$ cat config.mk
export PLATFORM = sky130hd
export DESIGN_NAME = as_sqrt
export DESIGN_NICKNAME = d
export VERILOG_FILES = /design/src/rtl/assert_macros.svh /design/src/rtl/as_sqrt.sv
export SDC_FILE = /design/constraint.sdc
export NUM_CORES = 2
export LEC_CHECK = 0
export CORE_AREA = 2 2 531 533
export CTS_BUF_LIST = sky130_fd_sc_hd__clkbuf_4
export DETAILED_ROUTE_END_ITERATION = 8
export DIE_AREA = 0 0 533 535
export DONT_BUFFER_PORTS = 1
export PLACE_DENSITY = 0.71
export SLEW_MARGIN = 15
export SYNTH_ARGS = -nofsm -noshare
export SYNTH_HDL_FRONTEND = slang
export SYNTH_MEMORY_MAX_BITS = 65536
export SYNTH_SLANG_ARGS = --single-unit
$ cat constraint.sdc
create_clock -name clock -period 8.2 [get_ports clock]
set_clock_uncertainty 0.05 [all_clocks]
set_input_delay 1.64 -clock clock [delete_from_list [all_inputs] [get_ports clock]]
set_output_delay 1.64 -clock clock [all_outputs]
set_load 0.01 [all_outputs]
$ cat src/rtl/assert_macros.svh
// Assertion macros for arrive_steering_core, the RTL file of the arrive steering block that includes them.
// No dependencies; include by bare file name.
`ifndef ASSERT_MACROS_SVH
`define ASSERT_MACROS_SVH

// Same-cycle implication, reset disables the check.
`define AS_ASSERT_IMPL(label, clk, rst, ante, cons, msg) \
   label: assert property (@(posedge clk) disable iff (rst) (ante) |-> (cons)) else $error(msg);

// Next-cycle implication, reset disables the check.
`define AS_ASSERT_NEXT(label, clk, rst, ante, cons, msg) \
   label: assert property (@(posedge clk) disable iff (rst) (ante) |=> (cons)) else $error(msg);

`endif

$ cat src/rtl/as_sqrt.sv
// Pipelined integer square root, one root bit per stage, with a sideband that travels along.
// Depends on nothing; used by arrive_steering_core.
`timescale 1ns / 1ps

module as_sqrt #(
   parameter int RT_W   = 32,
   parameter int SIDE_W = 8
) (
   input  logic                clock,
   input  logic                reset,
   input  logic                en,
   input  logic                in_valid,
   input  logic [2*RT_W-1:0]   in_rad,
   input  logic [SIDE_W-1:0]   in_side,
   output logic                out_valid,
   output logic [RT_W-1:0]     out_root,
   output logic [SIDE_W-1:0]   out_side
);

   localparam int REM_W = RT_W + 2;

   logic                vld_ff  [0:RT_W];
   logic [REM_W-1:0]    rem_ff  [0:RT_W];
   logic [RT_W-1:0]     root_ff [0:RT_W];
   logic [2*RT_W-1:0]   rad_ff  [0:RT_W];
   logic [SIDE_W-1:0]   side_ff [0:RT_W];

   // Entry stage loads the radicand.
   always_ff @(posedge clock) begin
      if (reset) begin
         vld_ff[0] <= 1'b0;
      end else if (en) begin
         vld_ff[0] <= in_valid;
      end
   end

   always_ff @(posedge clock) begin
      if (en) begin
         rem_ff[0]  <= '0;
         root_ff[0] <= '0;
         rad_ff[0]  <= in_rad;
         side_ff[0] <= in_side;
      end
   end

   // Each stage brings down two radicand bits and decides one root bit.
   for (genvar k = 0; k < RT_W; k++) begin : g_step
      logic [REM_W-1:0]  rem_in;
      logic [RT_W-1:0]   root_in;
      logic [REM_W-1:0]  rem_pair;
      logic [REM_W-1:0]  trial;

      always_comb begin
         rem_pair = {rem_ff[k][RT_W-1:0], rad_ff[k][2*RT_W-1 -: 2]};
         trial    = {root_ff[k], 2'b01};
         if (rem_pair >= trial) begin
            rem_in  = rem_pair - trial;
            root_in = {root_ff[k][RT_W-2:0], 1'b1};
         end else begin
            rem_in  = rem_pair;
            root_in = {root_ff[k][RT_W-2:0], 1'b0};
         end
      end

      always_ff @(posedge clock) begin
         if (reset) begin
            vld_ff[k+1] <= 1'b0;
         end else if (en) begin
            vld_ff[k+1] <= vld_ff[k];
         end
      end

      always_ff @(posedge clock) begin
         if (en) begin
            rem_ff[k+1]  <= rem_in;
            root_ff[k+1] <= root_in;
            rad_ff[k+1]  <= {rad_ff[k][2*RT_W-3:0], 2'b00};
            side_ff[k+1] <= side_ff[k];
         end
      end
   end

   assign out_valid = vld_ff[RT_W];
   assign out_root  = root_ff[RT_W];
   assign out_side  = side_ff[RT_W];

endmodule

Yosys cells after proc, flatten, opt, wreduce, memory -nomap -nowiden. Memories as Yosys holds them, arrays and structs flattened. Cells that the tools add are included.

Memories: 5. RAM bits: 4587. Input bits: 76. Bits in latches: 0. Bits in read-only memories: 0. Bits in registers: 0.

Muxes and demuxes: 103. Add/sub/neg operators: 32. Divide/modulo/power cells: 0. $lt $le $gt $ge: 32. Bitwise operators: 33. Shift operators: 0. $mul: 0. Equal/unequal tests: 0. Reduce and logical (&&, ||, !) cells: 0.

Memories: rad_ff (words 33, bits a word 64, read ports 32, clocked after memory_dff 0, wr ports 33, line as_sqrt.sv:25) `logic [2*RT_W-1:0] rad_ff [0:RT_W];`; rem_ff (words 33, bits a word 34, read ports 32, clocked after memory_dff 0, wr ports 33, line as_sqrt.sv:23) `logic [REM_W-1:0] rem_ff [0:RT_W];`; root_ff (words 33, bits a word 32, read ports 33, clocked after memory_dff 0, wr ports 33, line as_sqrt.sv:24) `logic [RT_W-1:0] root_ff [0:RT_W];`; side_ff (words 33, bits a word 8, read ports 33, clocked after memory_dff 0, wr ports 33, line as_sqrt.sv:26) `logic [SIDE_W-1:0] side_ff [0:RT_W];`; vld_ff (words 33, bits a word 1, read ports 33, clocked after memory_dff 0, wr ports 33, line as_sqrt.sv:22) `logic vld_ff [0:RT_W];`.

Operators with widths (number): 34-bit greater-or-equal comparator (32); 34-bit 2-to-1 mux (32); 34-bit subtractor (32); 1-bit 2-to-1 mux (71); 1-bit bitwise OR (33).

Logic depth before layout (Yosys ltp).
Depth in word-level cells: 4. Mapped depth: 14.

Worst setup path before layout. Ideal clock, no wire load.

Path type: reg2reg. Start: mem rem_ff[0][1025] (netlist bit). End: mem rem_ff[0][1062] (netlist bit) (data pin). Clock period less this slack: 3.238 ns. Data arrival time: 2.928 ns. Required time: 7.890 ns. Stages on the path, launching flop included: 11. Setup time: 0.260 ns. Slack: 4.962 ns. Path buffers: 1. Path through: edfxtp_1 -> ha_1 -> a2111o_1 -> o21ai_0 -> a21o_1 -> o21ba_2 -> o21ai_0 -> a21o_1 -> a41oi_1 -> buf_2 -> mux2_2.

RTL lines (line): from (decl) (as_sqrt.sv:23).

==> summary.txt <==
Detailed Routing Iterations Pass 1 = 8
Crit. End Element = flip-flop
Netlist Area Pre-Place = 125,000 um2
Setup violators final = 0
# DRC = 0
Area Growth Syn to Fin = 11.3%
Reg clk slew, reported paths = 0.06 ns
WL/cell = 17.1 um
Total wire length = 240,000 um
Count of input and output buffers = 0
Core Area = 279,000 um2
Commonest non-fill, non-tap cell in the layout = edfxtp_1
Syn_area_per_cell = 13.7 um2
Worst Setup EP = side_ff[0][199]
# rows = 194
Commonest register cell after synthesis = edfxtp_1
Starting DRT DRC Count = 5,409
Die ar. = 285,000 um2
Vias in the first global route = 74,400
FF-to-FF setup slack = 3.60 ns
Slew headroom = 21.0%
FF-to-FF Start = rem_ff[0][991]
Total GRT Usage = 16.4%
Reg2reg end = rem_ff[0][1041]
CTS Buffer Depth = 4
Cell count after synthesis = 9,145
WL met1 = 101,000 um
Crit Path Max Fanout = 218
Root Driver = clkbuf_4
CTS Buf Count = 735
DIE HEIGHT = 535 um
CTS HTree Levels = 6
Post_cts resized = 0
DR vias/cell = 5.25
Post-synth EDFFs = 2,826
Fraction of registers with async set/reset = 0%
Number of max-cap violations = 0
Register area share after synthesis = 67.8%
Status = finished, final reports clean
Insertion delay to the later sink of the worst-skew pair = 1.51 ns
Net count of the mapped netlist = 9,782
Die X-Extent = 533 um
Logic gate share of total power = 19.2%
Worst endpoint data arrival time = 6.03 ns
Peak supply drop = 0.000142 V
Synthesized flop and latch total = 2,826
Met3 WL = 11,600 um
CP required = 9.19 ns
Critical path class = primary input to flip-flop
Max layer used = met5
Switching Fraction = 28.6%
PD cells = 274 nW/um2
Reg power frac = 50.2%
Hold Violations, Final = 0
Synth cell types = 103
Crit start category = primary input
Synth warn = 0
Post-DP HPWL = 161,000 um
Pre-CTS WS = 2.03 ns
F_max = 199 MHz
R2R cell count = 12
Worst hold margin = 0.232 ns
Slew Viols, Final = 0
RePlAce Congestion = 0.899
Min Clock Period, post-route = 5.04 ns
Worst Tran Pin Value = 1.19 ns
Clock Sinks = 2,826
Fin worst setup slack = 3.16 ns
Internal = 27.2 mW
ANT nets after route = 0
Worst min path class = primary input to flip-flop
Period utilization = 61.4%
Initial antenna violation count = 7
P_sw = 10.9 mW
Fillers = 23,800
Clock group share of total power = 30.6%
RSZ-0062 raised after global routing = false
Pin count of the biggest net entering global routing = 271
CTS tree = done
Wire length on met2 = 117,000 um
Total number of vias = 73,600
Final #Nets = 10,400
Ratio of cells with drive above 1 in the final layout = 13.0%
Most frequent cells in the layout = edfxtp_1, clkbuf_4, inv_1
Initial Utilization = 44.9%
GRT overflow = 0
First-pass GRT wire length = 383,000 um
Setup crit start = en
Num ports = 117
Static leakage power = 53.4 nW
Sum Neg Setup Slack = 0 ns
[flip-flops by register name, summed over array words and instances, names as in the netlist]
name and count:
rad_ff 1056, rem_ff 945, root_ff 528, side_ff 264, vld_ff 33
[repair_timing]
| action | in CTS | in global routing |
|---|---|---|
| buffers inserted | 0 | 0 |
| hold buffers | 39 | 0 |
| endpoints found under the hold margin | 39 | 0 |
[kinds of logic (layout without fill, tap and decap cells)]
logic type	Yosys count	after routing	share of synthesized area, %
compound gates	1770	1770	8.72
xor+xnor	785	785	5.50
fa+ha+maj	561	561	5.61
buf+inv	877	2030	2.67
flops	2826	2826	67.8
mux	98	98	0.876
other cells	1	4	0.00300
simple gates	2227	2227	8.80
[stage by stage]
step                std cells  power, mW  util (%)  instance area [um2]
floorplan                9145       24.4         -               125000
detailed placement      12700       26.7      46.5               130000
CTS                     14000       38.7      49.9               139000
global placement        12700       26.5      46.5               130000
global route            14000       40.5      49.9               139000
finish                  14000       38.2      49.9               139000
[power groups by stage]
stage	Clock [mW]	Sequential [mW]	Combinational [mW]
after global routing	13.0	19.3	8.18
after CTS	12.2	19.2	7.31
final	11.7	19.2	7.33
after floorplan	0	18.9	5.41
after detailed placement	0	19.5	7.25
after global placement	0	19.4	7.10
[critical path: stages]
cell and delay, ns:
buf_16 0.43, buf_16 0.67, buf_16 0.34, buf_16 0.58, buf_16 0.66, buf_16 0.59
[synth_stat cells, drive strengths merged (31+ instances only)]
cell type | number | area (um2)
ha | 561 | 7020
nand2 | 628 | 2360
clkbuf | 143 | 537
mux2 | 92 | 1040
nand4 | 98 | 628
or3 | 94 | 604
a31oi | 53 | 332
a21oi | 526 | 2630
xor2 | 378 | 3310
nor2 | 515 | 1930
or4 | 55 | 417
xnor2 | 407 | 3560
o211ai | 31 | 233
nor2b | 76 | 475
nor3 | 191 | 961
o21ai | 495 | 2480
o31ai | 51 | 383
and2 | 57 | 357
nor4 | 105 | 691
inv | 709 | 2660
o21bai | 68 | 510
or2 | 45 | 282
and3 | 41 | 257
a211oi | 44 | 335
o21a | 80 | 601
nand2b | 105 | 657
nand3 | 131 | 661
edfxtp | 2826 | 84900
a21o | 260 | 1950
[layout make-up]
| type | instances | area [um2] | area share (%) |
|---|---|---|---|
| Sequential cell | 2826 | 84900 | 61.0 |
| Multi-Input combinational cell | 5442 | 37000 | 26.6 |
| Clock buffer | 1033 | 7750 | 5.57 |
| Tap cell | 3724 | 4660 | 3.35 |
| Inverter | 709 | 2660 | 1.91 |
| Clock inverter | 212 | 1250 | 0.901 |
| Timing Repair Buffer | 76 | 1030 | 0.739 |
| Antenna cell | 3 | 7.51 | 0.00539 |
[per-layer routing]
metal / vias up / global-route usage (%)
met5: - / 0
met4: 12 / 7.58
met3: 625 / 3.10
met2: 1998 / 27.9
met1: 35300 / 20.4
li1: 35700 / -
[worst min-delay path by stage]
stage	start	end	slack, ns	cells past startpoint
4_1_cts	in_rad[6]	rad_ff[0][6]	0.005	0
3_5_place_dp	rad_ff[0][937]	rad_ff[0][1003]	0.35	0
6_report	in_rad[6]	rad_ff[0][6]	0.23	0
3_3_place_gp	side_ff[0][132]	side_ff[0][140]	0.35	0
5_1_grt	in_rad[29]	rad_ff[0][29]	0.09	0
2_1_floorplan	rad_ff[0][934]	rad_ff[0][1000]	0.35	0
(Power assumes the default switching activity.)
