## src/rtl/assert_macros.svh

```systemverilog
// Assertion macros for arrive_steering_core, the RTL file of the arrive steering block that includes them.
// No dependencies; include by bare file name.
`ifndef ASSERT_MACROS_SVH
`define ASSERT_MACROS_SVH

// Same-cycle implication, reset disables the check.
`define AS_ASSERT_IMPL(label, clk, rst, ante, cons, msg) \
   label: assert property (@(posedge clk) disable iff (rst) (ante) |-> (cons)) else $error(msg);

// Next-cycle implication, reset disables the check.
`define AS_ASSERT_NEXT(label, clk, rst, ante, cons, msg) \
   label: assert property (@(posedge clk) disable iff (rst) (ante) |=> (cons)) else $error(msg);

`endif

```

## src/rtl/as_div.sv

```systemverilog
// Pipelined restoring divider, one quotient bit per stage, several lanes sharing one divisor.
// Depends on nothing; used by arrive_steering_core. The quotient must fit in QUO_W bits.
`timescale 1ns / 1ps

module as_div #(
   parameter int NUM_W  = 62,
   parameter int DEN_W  = 31,
   parameter int QUO_W  = 31,
   parameter int LANES  = 1,
   parameter int SIDE_W = 8
) (
   input  logic                          clock,
   input  logic                          reset,
   input  logic                          en,
   input  logic                          in_valid,
   input  logic [LANES-1:0][NUM_W-1:0]   in_num,
   input  logic [DEN_W-1:0]              in_den,
   input  logic [SIDE_W-1:0]             in_side,
   output logic                          out_valid,
   output logic [LANES-1:0][QUO_W-1:0]   out_quo,
   output logic [SIDE_W-1:0]             out_side
);

   localparam int HI_W  = NUM_W - QUO_W;
   localparam int REM_W = ((HI_W > DEN_W) ? HI_W : DEN_W) + 1;

   logic                          vld_ff  [0:QUO_W];
   logic [DEN_W-1:0]              den_ff  [0:QUO_W];
   logic [SIDE_W-1:0]             side_ff [0:QUO_W];
   logic [LANES-1:0][REM_W-1:0]   rem_ff  [0:QUO_W];
   logic [LANES-1:0][QUO_W-1:0]   sh_ff   [0:QUO_W];

   // Entry stage: upper numerator bits seed the remainder, lower bits wait in the shifter.
   always_ff @(posedge clock) begin
      if (reset) begin
         vld_ff[0] <= 1'b0;
      end else if (en) begin
         vld_ff[0] <= in_valid;
      end
   end

   always_ff @(posedge clock) begin
      if (en) begin
         den_ff[0]  <= in_den;
         side_ff[0] <= in_side;
         for (int l = 0; l < LANES; l++) begin
            rem_ff[0][l] <= REM_W'(in_num[l][NUM_W-1:QUO_W]);
            sh_ff[0][l]  <= in_num[l][QUO_W-1:0];
         end
      end
   end

   // Each stage shifts in one numerator bit and produces one quotient bit.
   for (genvar k = 0; k < QUO_W; k++) begin : g_step
      logic [LANES-1:0][REM_W-1:0] rem_in;
      logic [LANES-1:0][QUO_W-1:0] sh_in;

      always_comb begin
         logic [REM_W-1:0] rem_sh;
         logic [REM_W-1:0] den_ext;
         logic             ge;
         den_ext = REM_W'(den_ff[k]);
         for (int l = 0; l < LANES; l++) begin
            rem_sh    = {rem_ff[k][l][REM_W-2:0], sh_ff[k][l][QUO_W-1]};
            ge        = (rem_sh >= den_ext);
            rem_in[l] = ge ? (rem_sh - den_ext) : rem_sh;
            sh_in[l]  = {sh_ff[k][l][QUO_W-2:0], ge};
         end
      end

      always_ff @(posedge clock) begin
         if (reset) begin
            vld_ff[k+1] <= 1'b0;
         end else if (en) begin
            vld_ff[k+1] <= vld_ff[k];
         end
      end

      always_ff @(posedge clock) begin
         if (en) begin
            den_ff[k+1]  <= den_ff[k];
            side_ff[k+1] <= side_ff[k];
            rem_ff[k+1]  <= rem_in;
            sh_ff[k+1]   <= sh_in;
         end
      end
   end

   assign out_valid = vld_ff[QUO_W];
   assign out_quo   = sh_ff[QUO_W];
   assign out_side  = side_ff[QUO_W];

endmodule

```

## config.mk

```make
export PLATFORM = sky130hd
export DESIGN_NAME = as_div
export DESIGN_NICKNAME = d
export VERILOG_FILES = /design/src/rtl/assert_macros.svh /design/src/rtl/as_div.sv
export SDC_FILE = /design/constraint.sdc
export NUM_CORES = 2
export LEC_CHECK = 0
export BUFFER_PORTS_ARGS = -buffer_cell sky130_fd_sc_hd__buf_2
export CAP_MARGIN = 20
export CELL_PAD_IN_SITES_DETAIL_PLACEMENT = 1
export CELL_PAD_IN_SITES_GLOBAL_PLACEMENT = 2
export CORE_UTILIZATION = 49
export DETAILED_ROUTE_END_ITERATION = 10
export GPL_ROUTABILITY_DRIVEN = 0
export PLACE_DENSITY = 0.86
export SETUP_SLACK_MARGIN = 0.4
export SYNTH_ARGS = -nofsm -noshare
export SYNTH_HDL_FRONTEND = slang
export SYNTH_SLANG_ARGS = --single-unit
```

## constraint.sdc

```tcl
create_clock -name clock -period 10.6 [get_ports clock]
set_input_delay 0.53 -clock clock [delete_from_list [all_inputs] [get_ports clock]]
set_output_delay 0.53 -clock clock [all_outputs]
set_load 0.1 [all_outputs]
```

# Word-level counts from Yosys, hierarchy flattened

Memories as Yosys holds them, arrays and structs flattened.
Index checks and enable logic that the tools add are counted.

Register bits after elaboration: 0
Bits in writable memories: 3,296
Word-level logic and storage cells: 168
Memories kept: 5

Add/subtract/negate cells: 31
Order comparisons: 31
Mux-type cells: 69
Bitwise operators: 32

Memories:

| memory  | words | width | rd ports | clocked after memory_dff | write ports | line         | RTL |
|---|---|---|---|---|---|---|---|
| rem_ff  | 32    | 32    | 31       | 0                        | 32          | as_div.sv:30 | `logic [LANES-1:0][REM_W-1:0] rem_ff [0:QUO_W];` |
| den_ff  | 32    | 31    | 31       | 0                        | 32          | as_div.sv:28 | `logic [DEN_W-1:0] den_ff [0:QUO_W];` |
| sh_ff   | 32    | 31    | 32       | 0                        | 32          | as_div.sv:31 | `logic [LANES-1:0][QUO_W-1:0] sh_ff [0:QUO_W];` |
| side_ff | 32    | 8     | 32       | 0                        | 32          | as_div.sv:29 | `logic [SIDE_W-1:0] side_ff [0:QUO_W];` |
| vld_ff  | 32    | 1     | 32       | 0                        | 32          | as_div.sv:27 | `logic vld_ff [0:QUO_W];` |

Operators by type and width:

| operator                       | number |
|---|---|
| >= comparator 32 x 31 -> 1 bit | 31 |
| 2-to-1 mux 32 bit              | 31 |
| subtractor 32 x 31 -> 32 bit   | 31 |
| 2-to-1 mux 1 bit               | 38 |
| OR 1 bit                       | 32 |

# Logic depth before layout (Yosys ltp)

Word-level depth: 4
Depth in mapped cells: 16

# Worst setup path before layout

No wires, ideal clock.

Path kind: register -> register
Start: memory den_ff[20][0] (netlist: den_ff[1][124])
End: memory rem_ff[1][168] (netlist name) (data pin)
Arrival: 3,115 ps
Slack: 7,225 ps
Stages on the path, launching flop included: 14
Path buffers: 1
Period minus slack after synthesis: 3,375 ps
Cell sequence: edfxtp_1 ha_1 fa_1 inv_1 a21o_1 a221oi_2 a21oi_1 a41oi_2 o21ai_1 o211ai_1 a21oi_1 a2bb2oi_2 buf_2 mux2_2

RTL lines:

| item            | line |
|---|---|
| start, declared | as_div.sv:28 |
| end, declared   | as_div.sv:30 |

==> out/metrics.cfg <==
[grt]
grt_pass1_wl_um=580000
grt_max_degree=188
grt_use_total_pct=22.8
grt_pass1_vias=102360
grt_overflow=0
antenna_found_initial=10

[synthesis]
syn_area_sq_um=156000
ys_warn_count=0
yosysMostFrequentCell=edfxtp_1
synth_edf_count=3202
netlist_instances=12503
yosysTopAreaCell=edfxtp_1
synthArstFlopShare_pct=0
synth_flop_cell=edfxtp_1
synth_area_leaders=edfxtp_1 62%, ha_1 7.7%, a21oi_1 3.4%, inv_1 2.9%, xnor2_1 2.4%
ys_seq_area_share_pct=61.6
postSynthAreaPerCell_sq_um=12.5
synth.distinct_cells=101
ys_ff_latch=3202
synth_nets=13599
synth_top_area_share_pct=61.6
yosys-top-cells-count=3202 x edfxtp_1, 1202 x inv_1, 1049 x a21oi_1

[detailed_routing]
vias=97913
wl_per_cell_um=21.6
dr.pass1.iters=5
drtIter0Drc=6548
routed_wl_um=373000
ant_nets=0
avgViaCountPerCell=5.66
drc_errors=0

[timing]
finalCritPeriodShare_pct=41.9
slew_viol_final=0
post-route-min-period_ns=4.44
fmax_mhz=225
relSlewSlack_pct=22.4
setup_violations=0
finClkSkew_ns=0.0458
tightest_slew_ns=1.16
rsz0062_at_grt=no
hold_viol_final=0
fin_setup_tns_ns=0

[layout]
multi_input_area_sq_um=54400
drive_gt1_share_pct=7.88
area_growth_pct=11.4
num-fill-cells=31631
fin_nets=13963
regArea_sq_um=96200

[worst_setup_path]
critPathCaptureType=flop
crit_required_ns=11.28
crit_path_max_fanout=36
startpoint_type=flop
reg2reg_to=rem_ff[0][330]
critPathKind=flop to flop
rr_worst_depth=13
rrSetupSlack_ns=6.16
r2r-start=den_ff[0][279]
cp_data_arrival_time_ns=5.12

[power]
power_w=0.0534
p_per_area_nw_per_um2=307
peakVddDrop_uv=164
p_leak_nw=68.9

[run_status]
status=complete, no violations

[cts]
post_cts_buffers=0
cts_tree=yes
clk_pin_slew_ns=0.06
clock_latency_ns=0.95
cts-resized-gates=0
cts_max_level=5
cts-root-buf=clkbuf_16
cts_buffer_depth=4
cts_sinks=3202
cts_made_buffers=349

[floorplan]
ios=145
rows=206
dieArea_sq_um=321000
coreArea_sq_um=316000
fp.dieH_um=566
initial_core_util_pct=49.4
die_width_um=566

[worst_hold_path]
hp-start=en
hp-class=primary input to flop
min_delay_path_depth=1
holdPathEnd=sh_ff[0][7]

[job]
max-cap-violations=0

[placement]
dp_hpwl_um=275000
port_buffers=144

==> critical path, stage by stage (launching register included) <==
cell and delay (ns):
edfxtp_1 0.45, ha_1 0.25, fa_1 0.42, nor2b_1 0.12
o21ai_0 0.10, a21boi_0 0.20, o21ai_0 0.19, a211oi_1 0.54
nor3_1 0.15, o21ai_0 0.41, nand3_1 0.17, nand3_2 0.32
buf_4 0.45, mux2_2 0.39
==> layout by cell type, fill, tap and decap left out, types with 74 or more instances in the layout <==
master	n
nand2b_1	125
mux2_2	225
clkbuf_1	74
a21o_1	464
inv_1	1202
ha_1	961
o21a_1	133
nand3_1	146
nor2_1	705
o21ai_1	111
xor2_1	347
o21bai_1	124
buf_2	143
xnor2_1	434
nor3_1	105
a21oi_1	1047
edfxtp_1	3202
clkbuf_16	357
a211oi_1	76
a31oi_1	94
dlygate4sd3_1	102
nor2b_1	150
nand4_1	149
o21ai_0	688
nand2_1	861
==> repair_timing <==
item | 4_1_cts | 5_1_grt
endpoints found under the hold margin | 102 | 0
hold buffers | 102 | 0
setup endpoints to repair | 0 | 0
==> power by group <==
part           total, W  switching [W]  internal [W]
Combinational    0.0215         0.0126       0.00893
Sequential       0.0199        0.00197        0.0179
Clock            0.0120        0.00495       0.00703
==> cell families after synthesis <==
kind of cell,share of synthesized area [%]
compound gates,12.7
flops,61.6
simple gates,7.69
buf+inv,3.74
fa+ha+maj,8.09
xor+xnor,4.38
mux,1.81
==> metal layers <==
layer / GRT usage, % / wire length (um)
met1: 29.8 / 163000
met2: 38.9 / 181000
met3: 2.97 / 15100
met4: 8.22 / 14000
met5: 0 / 0
==> stage by stage <==
| stage | hold WS (ns) | setup slack [ns] | cell area [sq um] | std cells | util (%) |
|---|---|---|---|---|---|
| 3_3_place_gp | 0.400 | 6.33 | 162000 | 16566 | 51.1 |
| 3_5_place_dp | 0.405 | 6.19 | 162000 | 16568 | 51.1 |
| 5_1_grt | 0.114 | 5.82 | 174000 | 17304 | 55.1 |
| 6_report | 0.121 | 6.16 | 174000 | 17304 | 55.1 |
| 4_1_cts | 0.0848 | 6.19 | 174000 | 17295 | 55.0 |
| 2_1_floorplan | 0.400 | 7.22 | 156000 | 12503 | - |
==> area by class of cell <==
cell class              instances  share of cell area (%)
multi-input cells            7794                    31.2
repair buffers                315                    1.44
clock inverters               194                    1.15
inverters                    1205                    2.60
clock buffers                 431                    5.29
well taps                    4160                    2.99
diodes                          3                 0.00432
flip-flops and latches       3202                    55.3
==> how the worst max path moves through the flow <==
stage	from	slack (ns)	depth (start not counted)	endpoint
after floorplan	den_ff[1][124]	7.22	13	rem_ff[1][168]
after global placement	sh_ff[1][61]	6.33	13	rem_ff[0][195]
after detailed placement	sh_ff[1][61]	6.19	13	rem_ff[0][196]
after CTS	sh_ff[1][61]	6.19	13	rem_ff[0][203]
after global routing	den_ff[0][279]	5.82	13	rem_ff[0][330]
final	den_ff[0][279]	6.16	13	rem_ff[0][330]
==> state kept, by name, indices dropped and copies added, names as in the netlist <==
signal and count:
den_ff 961, rem_ff 961, sh_ff 992, side_ff 256, vld_ff 32
Power figures use the tool's default switching activity.
