<file path="config.mk">
export PLATFORM = sky130hd
export DESIGN_NAME = as_out_buf
export DESIGN_NICKNAME = d
export VERILOG_FILES = /design/src/rtl/assert_macros.svh /design/src/rtl/as_out_buf.sv
export SDC_FILE = /design/constraint.sdc
export NUM_CORES = 1
export LEC_CHECK = 0
export BUFFER_PORTS_ARGS = -buffer_cell sky130_fd_sc_hd__clkbuf_2
export CAP_MARGIN = 20
export CORE_AREA = 4 4 120 122
export CTS_BUF_LIST = sky130_fd_sc_hd__clkbuf_2
export DETAILED_ROUTE_END_ITERATION = 7
export DIE_AREA = 0 0 124 126
export PLACE_DENSITY_LB_ADDON = 0.2
export SLEW_MARGIN = 10
export SYNTH_ARGS = -nofsm -noshare
export SYNTH_HDL_FRONTEND = slang
export SYNTH_SLANG_ARGS = --single-unit
</file>
<file path="constraint.sdc">
create_clock -name clock -period 10.7 [get_ports clock]
set_clock_uncertainty 0.05 [all_clocks]
set_input_delay 2.14 -clock clock [delete_from_list [all_inputs] [get_ports clock]]
set_output_delay 2.14 -clock clock [all_outputs]
set_load 0.005 [all_outputs]
</file>
<file path="src/rtl/assert_macros.svh">
// Assertion macros for arrive_steering_core, the RTL file of the arrive steering block that includes them.
// No dependencies; include by bare file name.
`ifndef ASSERT_MACROS_SVH
`define ASSERT_MACROS_SVH

// Same-cycle implication, reset disables the check.
`define AS_ASSERT_IMPL(label, clk, rst, ante, cons, msg) \
   label: assert property (@(posedge clk) disable iff (rst) (ante) |-> (cons)) else $error(msg);

// Next-cycle implication, reset disables the check.
`define AS_ASSERT_NEXT(label, clk, rst, ante, cons, msg) \
   label: assert property (@(posedge clk) disable iff (rst) (ante) |=> (cons)) else $error(msg);

`endif

</file>
<file path="src/rtl/as_out_buf.sv">
// Output register with a skid stage; holds the pipeline only when both are full.
// Depends on nothing; used by arrive_steering_core.
`timescale 1ns / 1ps

module as_out_buf #(
   parameter int W = 67
) (
   input  logic         clock,
   input  logic         reset,
   input  logic         in_valid,
   input  logic [W-1:0] in_data,
   output logic         en,
   output logic         out_valid,
   input  logic         out_ready,
   output logic [W-1:0] out_data
);

   logic         out_vld_ff, out_vld_in;
   logic         skid_vld_ff, skid_vld_in;
   logic [W-1:0] out_dat_ff, out_dat_in;
   logic [W-1:0] skid_dat_ff, skid_dat_in;
   logic         fire;

   assign en   = !skid_vld_ff;
   assign fire = in_valid && en;

   // Refill the output from the skid first, else from the pipeline.
   always_comb begin
      out_vld_in  = out_vld_ff;
      out_dat_in  = out_dat_ff;
      skid_vld_in = skid_vld_ff;
      skid_dat_in = skid_dat_ff;
      if (!out_vld_ff || out_ready) begin
         if (skid_vld_ff) begin
            out_vld_in  = 1'b1;
            out_dat_in  = skid_dat_ff;
            skid_vld_in = 1'b0;
         end else begin
            out_vld_in = fire;
            out_dat_in = in_data;
         end
      end else if (fire) begin
         skid_vld_in = 1'b1;
         skid_dat_in = in_data;
      end
   end

   always_ff @(posedge clock) begin
      if (reset) begin
         out_vld_ff  <= 1'b0;
         skid_vld_ff <= 1'b0;
      end else begin
         out_vld_ff  <= out_vld_in;
         skid_vld_ff <= skid_vld_in;
      end
   end

   always_ff @(posedge clock) begin
      out_dat_ff  <= out_dat_in;
      skid_dat_ff <= skid_dat_in;
   end

   assign out_valid = out_vld_ff;
   assign out_data  = out_dat_ff;

endmodule

</file>
Word-level counts from Yosys, hierarchy flattened
Index checks and enable logic that the tools add are counted.
- register bits after elaboration: 136
- input bits: 71
- output and inout port bits: 69
- logic and storage cells: 13
- multiplexer cells: 2
- bitwise logic cells: 1
- reduce and logical (&&, ||, !) cells: 6
- operator list (cell ; number):
    $mux W67 ; 1
    $logic_not A1 Y1 ; 2
    $reduce_and A2 Y1 ; 1
    $reduce_or A2 Y1 ; 1
    $logic_and A1 B1 Y1 ; 1
    $logic_or A1 B1 Y1 ; 1
    $mux W1 ; 1
    $not A1 Y1 ; 1

Depth between registers and ports, before layout
Gate-level depths: netlist (run 1).
- depth after elaboration: 4
- mapped depth: 4
- mapped depth without buffers: 2

Worst setup path after synthesis (run 1)
Ideal clock, no wire load.
- path type: input port to flip-flop
- start: input out_ready
- end: register skid_dat_ff[0] (enable)
- setup time: 0.588 ns
- arrival time: 8.819 ns
- data required time: 10.062 ns
- slack: 1.243 ns
- cell stages on the path: 2
- path buffers: 0
- cells stage by stage: nand2b_1 > nor3b_1
- cells in the longest elaborated chain, start to end: 3
- ends and longest elaborated chain (item ; RTL line ; source):
    from (decl) ; as_out_buf.sv:14 ; input logic out_ready,
    $logic_or A1 B1 Y1 ; as_out_buf.sv:33 ; if (!out_vld_ff || out_ready) begin
    $not A1 Y1 (no source line) ; - ;
    $reduce_and A2 Y1 (no source line) ; - ;
    to (signal assigned) ; as_out_buf.sv:60 ; skid_dat_ff <= skid_dat_in;
    to (decl) ; as_out_buf.sv:21 ; logic [W-1:0] skid_dat_ff, skid_dat_in;
No other way between the ends.
A chain may end at the register's enable or synchronous reset.

Worst setup path after layout (run 1)
- start: input out_ready
- end: register skid_dat_ff[56] (enable)
Same word-level chain as after synthesis.

==> results.py, run 1 <==
metrics = {
    "outcome": {
        "result_of_the_run": "completed",
    },
    "place": {
        "finalWeightedCongestion": 0.676,
        "hpwl_after_detailed_placement_um": 5950,
        "port_buffers": 139,
        "dp_slack_ns": 5.81,
    },
    "die": {
        "fp.dieW_um": 124,
        "num_io_pins": 140,
        "core_sq_mm": 0.0132,
        "die_area_sq_mm": 0.0156,
        "initial_utilization_pct": 39.8,
        "num_rows": 42,
        "die_height_um": 126,
    },
    "final_layout": {
        "finalNetCount": 441,
        "area_growth_syn_to_layout_pct": 19.6,
        "number_of_antenna_diodes": 0,
        "post_route_cells_drive_above_1_share_pct": 62.4,
        "layout.cells.most_common": "sky130_fd_sc_hd__clkbuf_2",
        "fillCellCount": 1170,
        "final_cell_mix": "sky130_fd_sc_hd__clkbuf_2, sky130_fd_sc_hd__edfxtp_1, sky130_fd_sc_hd__mux2_4",
    },
    "sta": {
        "worst_slew_pin_slew_ns": 0.956,
        "drv_slew": 0,
        "max_clock_freq_ghz": 0.244,
        "timing.final.setup_violations": 0,
        "timing.max_slew.rel_slack_pct": 36.3,
        "unrepaired_setup_endpoints_after_global_routing": "false",
        "period_minus_slack_ns": 4.09,
        "setup_slack_ns": 6.61,
        "hold_viol": 0,
        "final_min_period_over_clock_period_pct": 38.2,
        "tns_ns": 0,
    },
    "critical_path": {
        "timing.critical_path.from_type": "input port",
        "critPathRequiredTime_ns": 10.95,
        "cp-end-kind": "flop",
        "critical_path_arrival_ns": 4.34,
        "timing.setup.critical_path_class": "in -> reg",
        "crit_fanout": 70,
    },
    "logic_synthesis": {
        "synthTopCellsByArea": "sky130_fd_sc_hd__edfxtp_1, sky130_fd_sc_hd__mux2_4, sky130_fd_sc_hd__buf_12",
        "netlist.area_leader.share_pct": 76.7,
        "yosys_warnings": 0,
        "synthesis.area_per_instance_sq_um": 24.2,
        "synth_top_area_cell": "sky130_fd_sc_hd__edfxtp_1",
        "syn-cell-area_sq_mm": 0.00525,
        "postSynthCellCount": 217,
        "synth-seq-area-share_pct": 77.4,
        "synth.net_count": 288,
        "netlist-cell-type-count": 12,
        "ys_seq_elements": 136,
    },
    "clock_network": {
        "ctsRootBufferMaster": "sky130_fd_sc_hd__clkbuf_2",
        "clock_tree.htree_level_count": 4,
        "post_cts.repair.setup_buffers": 0,
        "num_clock_sinks": 136,
        "ctsHoldBuffers": 0,
        "tritoncts": "yes",
        "clock_latency_ns": 0.66,
        "cts_buffer_depth": 2,
        "cts.reportedPaths.clkPinSlew_ns": 0.19,
        "cts_made_buffers": 17,
        "cts_resized": 0,
    },
    "grt": {
        "globalRouteTotalUtil_pct": 12.0,
        "antenna_found_initial": 0,
        "first_global_vias": 2608,
        "maximum_number_of_pins_on_one_net_before_global_route_repair": 71,
        "wire_length_of_the_first_global_routing_pass_um": 13700,
        "grt_overflow_total": 0,
    },
    "pwr": {
        "p_per_area_mw_per_mm2": 156,
        "finalPower_mw": 0.979,
        "leakage_nw": 2.51,
        "ir_worst_vdd_v": 0.0000730,
    },
    "routing": {
        "drt_iter0_markers": 113,
        "drt.antenna.violating_nets": 0,
        "wl_per_cell_um": 16.1,
        "detailedRoute.firstPassIterationCount": 4,
        "wirelength_um": 8980,
        "via_count": 2469,
        "number_of_remaining_drc_errors": 0,
        "detail_route.vias_per_cell": 4.42,
    },
    "flow_run": {
        "cap_viol_max_count": 0,
    },
    "min_path": {
        "hp-class": "reg -> reg",
    },
}
[worst max-delay path, cell delays in order]
cell and delay (ns):
sky130_fd_sc_hd__clkbuf_2 0.08, sky130_fd_sc_hd__nand2b_4 0.57, sky130_fd_sc_hd__nor3b_2 0.62, sky130_fd_sc_hd__buf_4 0.29, sky130_fd_sc_hd__buf_4 0.57
[per-layer routing]
| layer | global-route usage [%] | up-vias | wire (um) | part of all wire, % |
|---|---|---|---|---|
| li1 | - | 1172 | - | - |
| met1 | 14.1 | 1195 | 3710 | 41 |
| met2 | 18.7 | 90 | 4390 | 49 |
| met3 | 5.11 | 12 | 725 | 8.1 |
| met4 | 5.80 | 0 | 167 | 1.9 |
| met5 | 0 | - | 0 | 0 |
[path summary, 6_finish.rpt]
kind / start / to / slack, ns / cells after the start
worst max-delay path: out_ready / skid_dat_ff[56]$_DFFE_PP_ / 6.61 / 5
worst min-delay path: skid_dat_ff[60]$_DFFE_PP_ / out_data[60]$_DFFE_PP_ / 0.50 / 1
worst max register to register: out_valid$_SDFFE_PP0P_ / skid_dat_ff[56]$_DFFE_PP_ / 7.81 / 4
worst min register to register: skid_dat_ff[60]$_DFFE_PP_ / out_data[60]$_DFFE_PP_ / 0.50 / 1
[synthesized netlist by cell type]
cell,n
sky130_fd_sc_hd__buf_6,1
sky130_fd_sc_hd__buf_8,1
sky130_fd_sc_hd__nor3b_1,1
sky130_fd_sc_hd__dfxtp_1,2
sky130_fd_sc_hd__edfxtp_1,134
sky130_fd_sc_hd__nand2b_1,1
sky130_fd_sc_hd__mux2_4,67
sky130_fd_sc_hd__buf_12,6
sky130_fd_sc_hd__nor3_1,1
sky130_fd_sc_hd__a21oi_1,1
sky130_fd_sc_hd__inv_1,1
sky130_fd_sc_hd__nor2_1,1
[flip-flops by register name (all words and copies together) (netlist names)]
register and cells:
out_data 67, skid_dat_ff 67, skid_vld_ff 1, out_valid 1
[power by group]
part	internal (mW)	switching [mW]	total, mW
clock network	0.102	0.178	0.280
logic	0.0434	0.0309	0.0742
registers	0.615	0.00945	0.624
[final cells by class]
type	instances	area, sq um	share of cell area [%]
Timing Repair Buffer	142	718	11.4
Tap cell	176	220	3.51
Multi-Input combinational cell	72	1050	16.7
Inverter	1	3.75	0.0598
Clock buffer	17	85.1	1.36
Clock inverter	15	136	2.17
Sequential cell	136	4070	64.8
[stage by stage]
| stage | util, % | std cells | hold WS [ns] | instance area (sq um) |
|---|---|---|---|---|
| 4_1_cts | 47.6 | 559 | 0.513 | 6280 |
| 3_3_place_gp | 45.9 | 526 | 0.479 | 6050 |
| 2_1_floorplan | - | 217 | 0.477 | 5250 |
| 6_report | 47.6 | 559 | 0.501 | 6280 |
| 3_5_place_dp | 45.9 | 527 | 0.484 | 6060 |
| 5_1_grt | 47.6 | 559 | 0.496 | 6280 |
[cell families (layout without fill, tap and decap cells)]
family                 after synthesis  count (layout)  share of synthesized area [%]
AOI/OAI and AO/OA                    1               1                         0.0953
DFF                                136             136                           77.4
and+or+nand+nor                      4               4                          0.429
buffers and inverters                9             175                           2.86
muxes                               67              67                           19.2
Note: power is estimated with default switching activity, not from simulation.
==> inputs of run 2 (changes only) <==
==> constraint.sdc (replaced) <==
create_clock -name clock -period 4.05 [get_ports clock]
set_clock_uncertainty 0.05 [all_clocks]
set_input_delay 0.81 -clock clock [delete_from_list [all_inputs] [get_ports clock]]
set_output_delay 0.81 -clock clock [all_outputs]
set_load 0.005 [all_outputs]
==> run 2 against run 1 <==
  * Register-to-register slack got worse by 5.9 ns
  * Critical endpoint is now en
  * Sequential share of layout area fell by 0.82 points
  * First-iteration DRC count is 9.7% lower
  * Sequential power rose to 2.6 times the previous value
==> results.py, run 2 (synthesis gave the netlist of run 1 again) <==
metrics = {
    "sta": {
        "max_clock_freq_ghz": 0.371,
        "hold_viol": 0,
        "final_min_period_over_clock_period_pct": 66.6,
        "unrepaired_setup_endpoints_after_global_routing": "false",
        "timing.final.setup_violations": 0,
        "tns_ns": 0,
        "period_minus_slack_ns": 2.70,
        "worst_slew_pin_slew_ns": 0.913,
        "drv_slew": 0,
        "timing.max_slew.rel_slack_pct": 39.1,
    },
    "clock_network": {
        "cts.reportedPaths.clkPinSlew_ns": 0.20,
        "cts_buffer_depth": 2,
        "post_cts.repair.setup_buffers": 0,
        "ctsRootBufferMaster": "sky130_fd_sc_hd__clkbuf_2",
        "clock_tree.htree_level_count": 4,
        "cts_resized": 0,
        "tritoncts": "yes",
        "ctsHoldBuffers": 0,
        "cts_made_buffers": 17,
        "num_clock_sinks": 136,
        "clock_latency_ns": 0.67,
    },
    "place": {
        "port_buffers": 139,
        "finalWeightedCongestion": 0.716,
        "dpl.cell_count": 528,
    },
    "routing": {
        "detailedRoute.firstPassIterationCount": 4,
        "detail_route.vias_per_cell": 4.42,
        "drt_iter0_markers": 102,
        "wl_per_cell_um": 15.9,
        "wirelength_um": 8930,
        "number_of_remaining_drc_errors": 0,
        "via_count": 2476,
        "drt.antenna.violating_nets": 0,
    },
    "min_path": {
        "worst_hold_path.num_cells": 2,
        "hp-class": "in -> reg",
    },
    "final_layout": {
        "area_growth_syn_to_layout_pct": 21.1,
        "finalNetCount": 442,
        "fillCellCount": 1149,
        "post_route_cells_drive_above_1_share_pct": 63.8,
        "layout.cells.non_filler": 560,
        "number_of_antenna_diodes": 0,
        "layout.cells.most_common": "sky130_fd_sc_hd__clkbuf_2",
        "final_cell_mix": "sky130_fd_sc_hd__clkbuf_2, sky130_fd_sc_hd__edfxtp_1, sky130_fd_sc_hd__mux2_4",
    },
    "critical_path": {
        "crit_path_end": "en",
        "crit_fanout": 41,
        "timing.critical_path.from_type": "flop",
        "critPathRequiredTime_ns": 3.19,
        "cp-end-kind": "primary output",
        "startpoint_of_the_most_critical_register_to_register_path": "skid_vld_ff$_SDFFE_PP0P_",
        "critical_path_arrival_ns": 1.84,
        "r2r_setup_slack_ns": 1.90,
        "timing.reg2reg.worst_path_depth": 2,
        "reg2reg_to": "out_data[19]$_DFFE_PP_",
        "worst_setup_path_startpoint": "skid_vld_ff$_SDFFE_PP0P_",
        "timing.setup.critical_path_class": "reg -> out",
    },
    "grt": {
        "grt_overflow_total": 0,
        "antenna_found_initial": 0,
        "first_global_vias": 2499,
        "maximum_number_of_pins_on_one_net_before_global_route_repair": 70,
        "wire_length_of_the_first_global_routing_pass_um": 13200,
        "globalRouteTotalUtil_pct": 11.5,
    },
    "die": {
        "num_rows": 42,
        "die_area_sq_mm": 0.0156,
        "core_sq_mm": 0.0132,
        "fp.dieW_um": 124,
        "num_io_pins": 140,
        "initial_utilization_pct": 39.8,
        "die_height_um": 126,
    },
    "pwr": {
        "leakage_nw": 2.55,
        "finalPower_mw": 2.76,
        "ir_worst_vdd_v": 0.000221,
        "p_per_area_mw_per_mm2": 434,
    },
    "outcome": {
        "result_of_the_run": "completed",
    },
    "flow_run": {
        "cap_viol_max_count": 0,
    },
}
[run 2: worst max-delay path, stage by stage (launching register included)]
cell and delay (ns):
sky130_fd_sc_hd__dfxtp_4 0.90, sky130_fd_sc_hd__inv_1 0.10, sky130_fd_sc_hd__clkbuf_2 0.14
[run 2: layout make-up]
| class | count | area, sq um | area share [%] |
|---|---|---|---|
| Timing Repair Buffer | 143 | 726 | 11.4 |
| Tap cell | 176 | 220 | 3.46 |
| Clock inverter | 15 | 203 | 3.19 |
| Clock buffer | 17 | 85.1 | 1.34 |
| Multi-Input combinational cell | 72 | 1050 | 16.6 |
| Sequential cell | 136 | 4070 | 64.0 |
| Inverter | 1 | 3.75 | 0.0590 |
[run 2: per-layer routing]
metal	up-vias	routed length, um	part of all wire, %	track usage [%]
met1	1189	3950	44	15.1
met5	-	0	0	0
met2	99	4110	46	16.6
li1	1176	-	-	-
met3	12	733	8.2	5.25
met4	0	136	1.5	4.83
[run 2: stage by stage]
stage               hold slack [ns]  worst slack (ns)  area, sq um  utilization [%]
floorplan                     0.477             0.418         5270                -
global placement              0.478              1.79         6070             46.0
detailed placement            0.484              1.75         6070             46.0
CTS                           0.120              1.22         6360             48.2
global route                  0.107              1.16         6360             48.2
finish                        0.240              1.35         6360             48.2
[run 2: worst min-delay path by stage]
stage / start / slack, ns / to
floorplan: skid_dat_ff[57]$_DFFE_PP_ / 0.48 / out_data[57]$_DFFE_PP_
global placement: skid_dat_ff[56]$_DFFE_PP_ / 0.48 / out_data[56]$_DFFE_PP_
detailed placement: skid_dat_ff[40]$_DFFE_PP_ / 0.48 / out_data[40]$_DFFE_PP_
CTS: reset / 0.12 / out_valid$_SDFFE_PP0P_
global route: reset / 0.11 / out_valid$_SDFFE_PP0P_
finish: reset / 0.24 / out_valid$_SDFFE_PP0P_
[run 2: power breakdown]
group / switching, mW / total, mW / leakage [nW] / internal [mW]
Sequential: 0.0251 / 1.65 / 1.32 / 1.62
Clock: 0.506 / 0.912 / 0.153 / 0.406
Combinational: 0.0817 / 0.197 / 1.07 / 0.116
Total: 0.612 / 2.76 / 2.55 / 2.15
==> inputs of run 3 (changes only) <==
--- a/config.mk
+++ b/config.mk
@@ -5,12 +5,13 @@
 export SDC_FILE = /design/constraint.sdc
 export NUM_CORES = 1
 export LEC_CHECK = 0
+export ABC_AREA = 1
 export BUFFER_PORTS_ARGS = -buffer_cell sky130_fd_sc_hd__clkbuf_2
 export CAP_MARGIN = 20
-export CORE_AREA = 4 4 120 122
+export CORE_AREA = 4 4 117 119
 export CTS_BUF_LIST = sky130_fd_sc_hd__clkbuf_2
 export DETAILED_ROUTE_END_ITERATION = 7
-export DIE_AREA = 0 0 124 126
+export DIE_AREA = 0 0 121 123
 export PLACE_DENSITY_LB_ADDON = 0.2
 export SLEW_MARGIN = 10
 export SYNTH_ARGS = -nofsm -noshare
==> constraint.sdc (replaced) <==
create_clock -name clock -period 2.3 [get_ports clock]
set_clock_uncertainty 0.05 [all_clocks]
set_input_delay 0.46 -clock clock [delete_from_list [all_inputs] [get_ports clock]]
set_output_delay 0.46 -clock clock [all_outputs]
set_load 0.005 [all_outputs]
==> run 3 against run 2 <==
  * Worst hold slack worse by 0.080 ns
  * Power rose by 80%
  * Combinational power rose by 120%
  * Area after synthesis shrank 5.4%
  * Count of clock-buffer cells in the layout increased by 4
  * Non-clock buffer count rose by 72
  * Critical endpoint unchanged
  * Clock power grew 77%
==> results.py, run 3 <==
metrics = {
    "logic_synthesis": {
        "synth_mux_area_share_pct": 0,
        "synth-seq-area-share_pct": 81.9,
        "synth_top_area_cell": "sky130_fd_sc_hd__edfxtp_1",
        "syn-cell-area_sq_mm": 0.00496,
        "postSynth.asyncResetShare_pct": 0,
        "netlist-cell-type-count": 11,
        "synth-xor-area-share_pct": 0,
        "synth_compound_area_share_pct": 0.101,
        "synthAdderAreaFrac_pct": 0,
        "main_combinational_cell_family_by_area_after_synthesis": "simple AND/OR/NAND/NOR gates",
        "synth-simple-area-share_pct": 15.8,
        "yosys_warnings": 0,
        "synth.net_count": 434,
        "ys_seq_elements": 136,
        "synthTopCellsByArea": "sky130_fd_sc_hd__edfxtp_1, sky130_fd_sc_hd__nand2_1, sky130_fd_sc_hd__buf_2",
        "synth.cells.most_frequent": "sky130_fd_sc_hd__nand2_1, sky130_fd_sc_hd__edfxtp_1, sky130_fd_sc_hd__buf_2",
        "synth_flop_cell": "sky130_fd_sc_hd__edfxtp_1",
        "synthesis.area_per_instance_sq_um": 13.7,
        "netlist.area_leader.share_pct": 81.1,
        "dominant_cell_by_count_in_the_synthesized_netlist": "sky130_fd_sc_hd__nand2_1",
        "synth_edf_count": 134,
        "postSynthCellCount": 363,
    },
    "sta": {
        "max_clock_freq_ghz": 0.493,
        "final_min_period_over_clock_period_pct": 88.2,
        "timing.final.setup_violations": 0,
        "drv_slew": 0,
        "worst_slew_pin_slew_ns": 0.694,
        "setup_slack_ns": 0.272,
        "hold_viol": 0,
        "unrepaired_setup_endpoints_after_global_routing": "false",
        "final.hold.worst_slack_ns": 0.160,
        "timing.max_slew.rel_slack_pct": 53.7,
        "period_minus_slack_ns": 2.03,
    },
    "final_layout": {
        "layout.area.seq_sq_mm": 0.00407,
        "finalNetCount": 653,
        "fillCellCount": 1068,
        "final_core_util_pct": 54.6,
        "area_growth_syn_to_layout_pct": 38.2,
        "final_area_sq_mm": 0.00686,
        "post_route_cells_drive_above_1_share_pct": 30.3,
        "multiInputGateArea_sq_um": 811,
        "layout.cells.most_common": "sky130_fd_sc_hd__nand2_1",
        "final_cell_mix": "sky130_fd_sc_hd__nand2_1, sky130_fd_sc_hd__clkbuf_2, sky130_fd_sc_hd__edfxtp_1",
    },
    "outcome": {
        "result_of_the_run": "completed",
    },
    "pwr": {
        "switching_share_pct": 20.9,
        "leakage_nw": 3.00,
        "cell_internal_pwr_mw": 3.93,
        "clock_power_share_pct": 32.5,
        "p_sw_mw": 1.04,
        "ir_worst_vdd_v": 0.000383,
        "p_per_area_mw_per_mm2": 724,
        "finalPower_mw": 4.97,
        "seq_power_share_pct": 58.8,
        "combinationalPowerShare_pct": 8.7,
    },
    "clock_network": {
        "tritoncts": "yes",
        "cts_buffer_depth": 2,
        "cts.reportedPaths.clkPinSlew_ns": 0.17,
        "ctsRootBufferMaster": "sky130_fd_sc_hd__clkbuf_2",
        "num_clock_sinks": 136,
        "cts_made_buffers": 17,
        "clock_tree.htree_level_count": 4,
        "clock_latency_ns": 0.65,
    },
    "min_path": {
        "hp-class": "in -> reg",
    },
    "flow_run": {
        "cap_viol_max_count": 0,
    },
    "critical_path": {
        "cp-end-kind": "primary output",
        "critPathRequiredTime_ns": 1.79,
        "crit_fanout": 68,
        "critical_path_arrival_ns": 1.52,
        "timing.setup.critical_path_class": "reg -> out",
        "timing.critical_path.from_type": "flop",
    },
    "place": {
        "finalWeightedCongestion": 0.753,
        "hpwl_after_detailed_placement_um": 6370,
        "dp_slack_ns": 0.543,
        "port_buffers": 139,
        "dpl_cell_area_sq_mm": 0.00586,
    },
    "grt": {
        "wire_length_of_the_first_global_routing_pass_um": 16300,
        "maximum_number_of_pins_on_one_net_before_global_route_repair": 70,
        "globalRouteTotalUtil_pct": 14.7,
        "antenna_found_initial": 1,
        "first_global_vias": 3388,
        "grt_overflow_total": 0,
    },
    "die": {
        "initial_utilization_pct": 39.5,
        "fp.dieW_um": 121,
        "die_area_sq_mm": 0.0149,
        "core_sq_mm": 0.0126,
        "die_height_um": 123,
        "num_rows": 41,
        "num_io_pins": 140,
    },
    "routing": {
        "wirelength_um": 10300,
        "detail_route.vias_per_cell": 4.30,
        "wl_per_cell_um": 13.4,
        "number_of_remaining_drc_errors": 0,
        "via_count": 3304,
        "drt_iter0_markers": 251,
        "detailedRoute.firstPassIterationCount": 4,
        "drt.antenna.violating_nets": 0,
    },
}
[run 3: worst paths after layout]
check	startpoint	endpoint	slack (ns)	cells after the start
worst min register to register	skid_dat_ff[38]$_DFFE_PP_	out_data[38]$_DFFE_PP_	0.47	2
worst max register to register	skid_vld_ff$_SDFFE_PP0P_	out_valid$_SDFFE_PP0P_	0.40	4
worst max-delay path	skid_vld_ff$_SDFFE_PP0P_	en	0.27	3
worst min-delay path	out_ready	out_valid$_SDFFE_PP0P_	0.16	4
[run 3: worst max-delay path, cell delays in order, from the launching register on]
cell	delay, ns
sky130_fd_sc_hd__dfxtp_2	0.37
sky130_fd_sc_hd__inv_4	0.06
sky130_fd_sc_hd__buf_12	0.27
sky130_fd_sc_hd__clkbuf_2	0.17
[run 3: cell type report]
class,instances,share of cell area [%]
multi-input cells,209,11.8
diodes,1,0.0365
well taps,172,3.14
flip-flops and latches,136,59.3
clock buffers,21,1.53
repair buffers,215,21.4
clock inverters,11,2.59
inverters,3,0.255
[run 3: kinds of logic (layout without fill, tap and decap cells)]
| group | after synthesis | count (layout) |
|---|---|---|
| AO/OA/AOI/OAI | 1 | 1 |
| AND/OR/NAND/NOR | 208 | 208 |
| other | 0 | 1 |
| flip-flops | 136 | 136 |
| buffers and inverters | 18 | 250 |
[run 3: routing by layer]
metal | vias up | global-route usage, % | part of all wire [%]
li1 | 1666 | - | -
met1 | 1490 | 16.5 | 40
met2 | 125 | 24.6 | 51
met3 | 23 | 4.76 | 6.3
met4 | 0 | 8.36 | 2.8
met5 | - | 0 | 0
[run 3: what timing repair did]
action	4_1_cts	5_1_grt
endpoints found under the setup margin	1	1
hold endpoints to repair	136	0
resized for setup	2	1
setup buffers	0	0
hold buffers	70	0
[run 3: stage by stage]
step	instances	TNS (ns)
2_1_floorplan	363	-2.84
3_3_place_gp	665	0
3_5_place_dp	665	0
4_1_cts	767	0
5_1_grt	768	0
6_report	768	0
[run 3: power by group through the flow]
stage               combinational, mW  sequential [mW]  clock, mW
floorplan                       0.114             2.98          0
global placement                0.338             2.98          0
detailed placement              0.344             2.98          0
CTS                             0.439             2.92       1.67
global route                    0.485             2.94       1.80
finish                          0.433             2.92       1.61
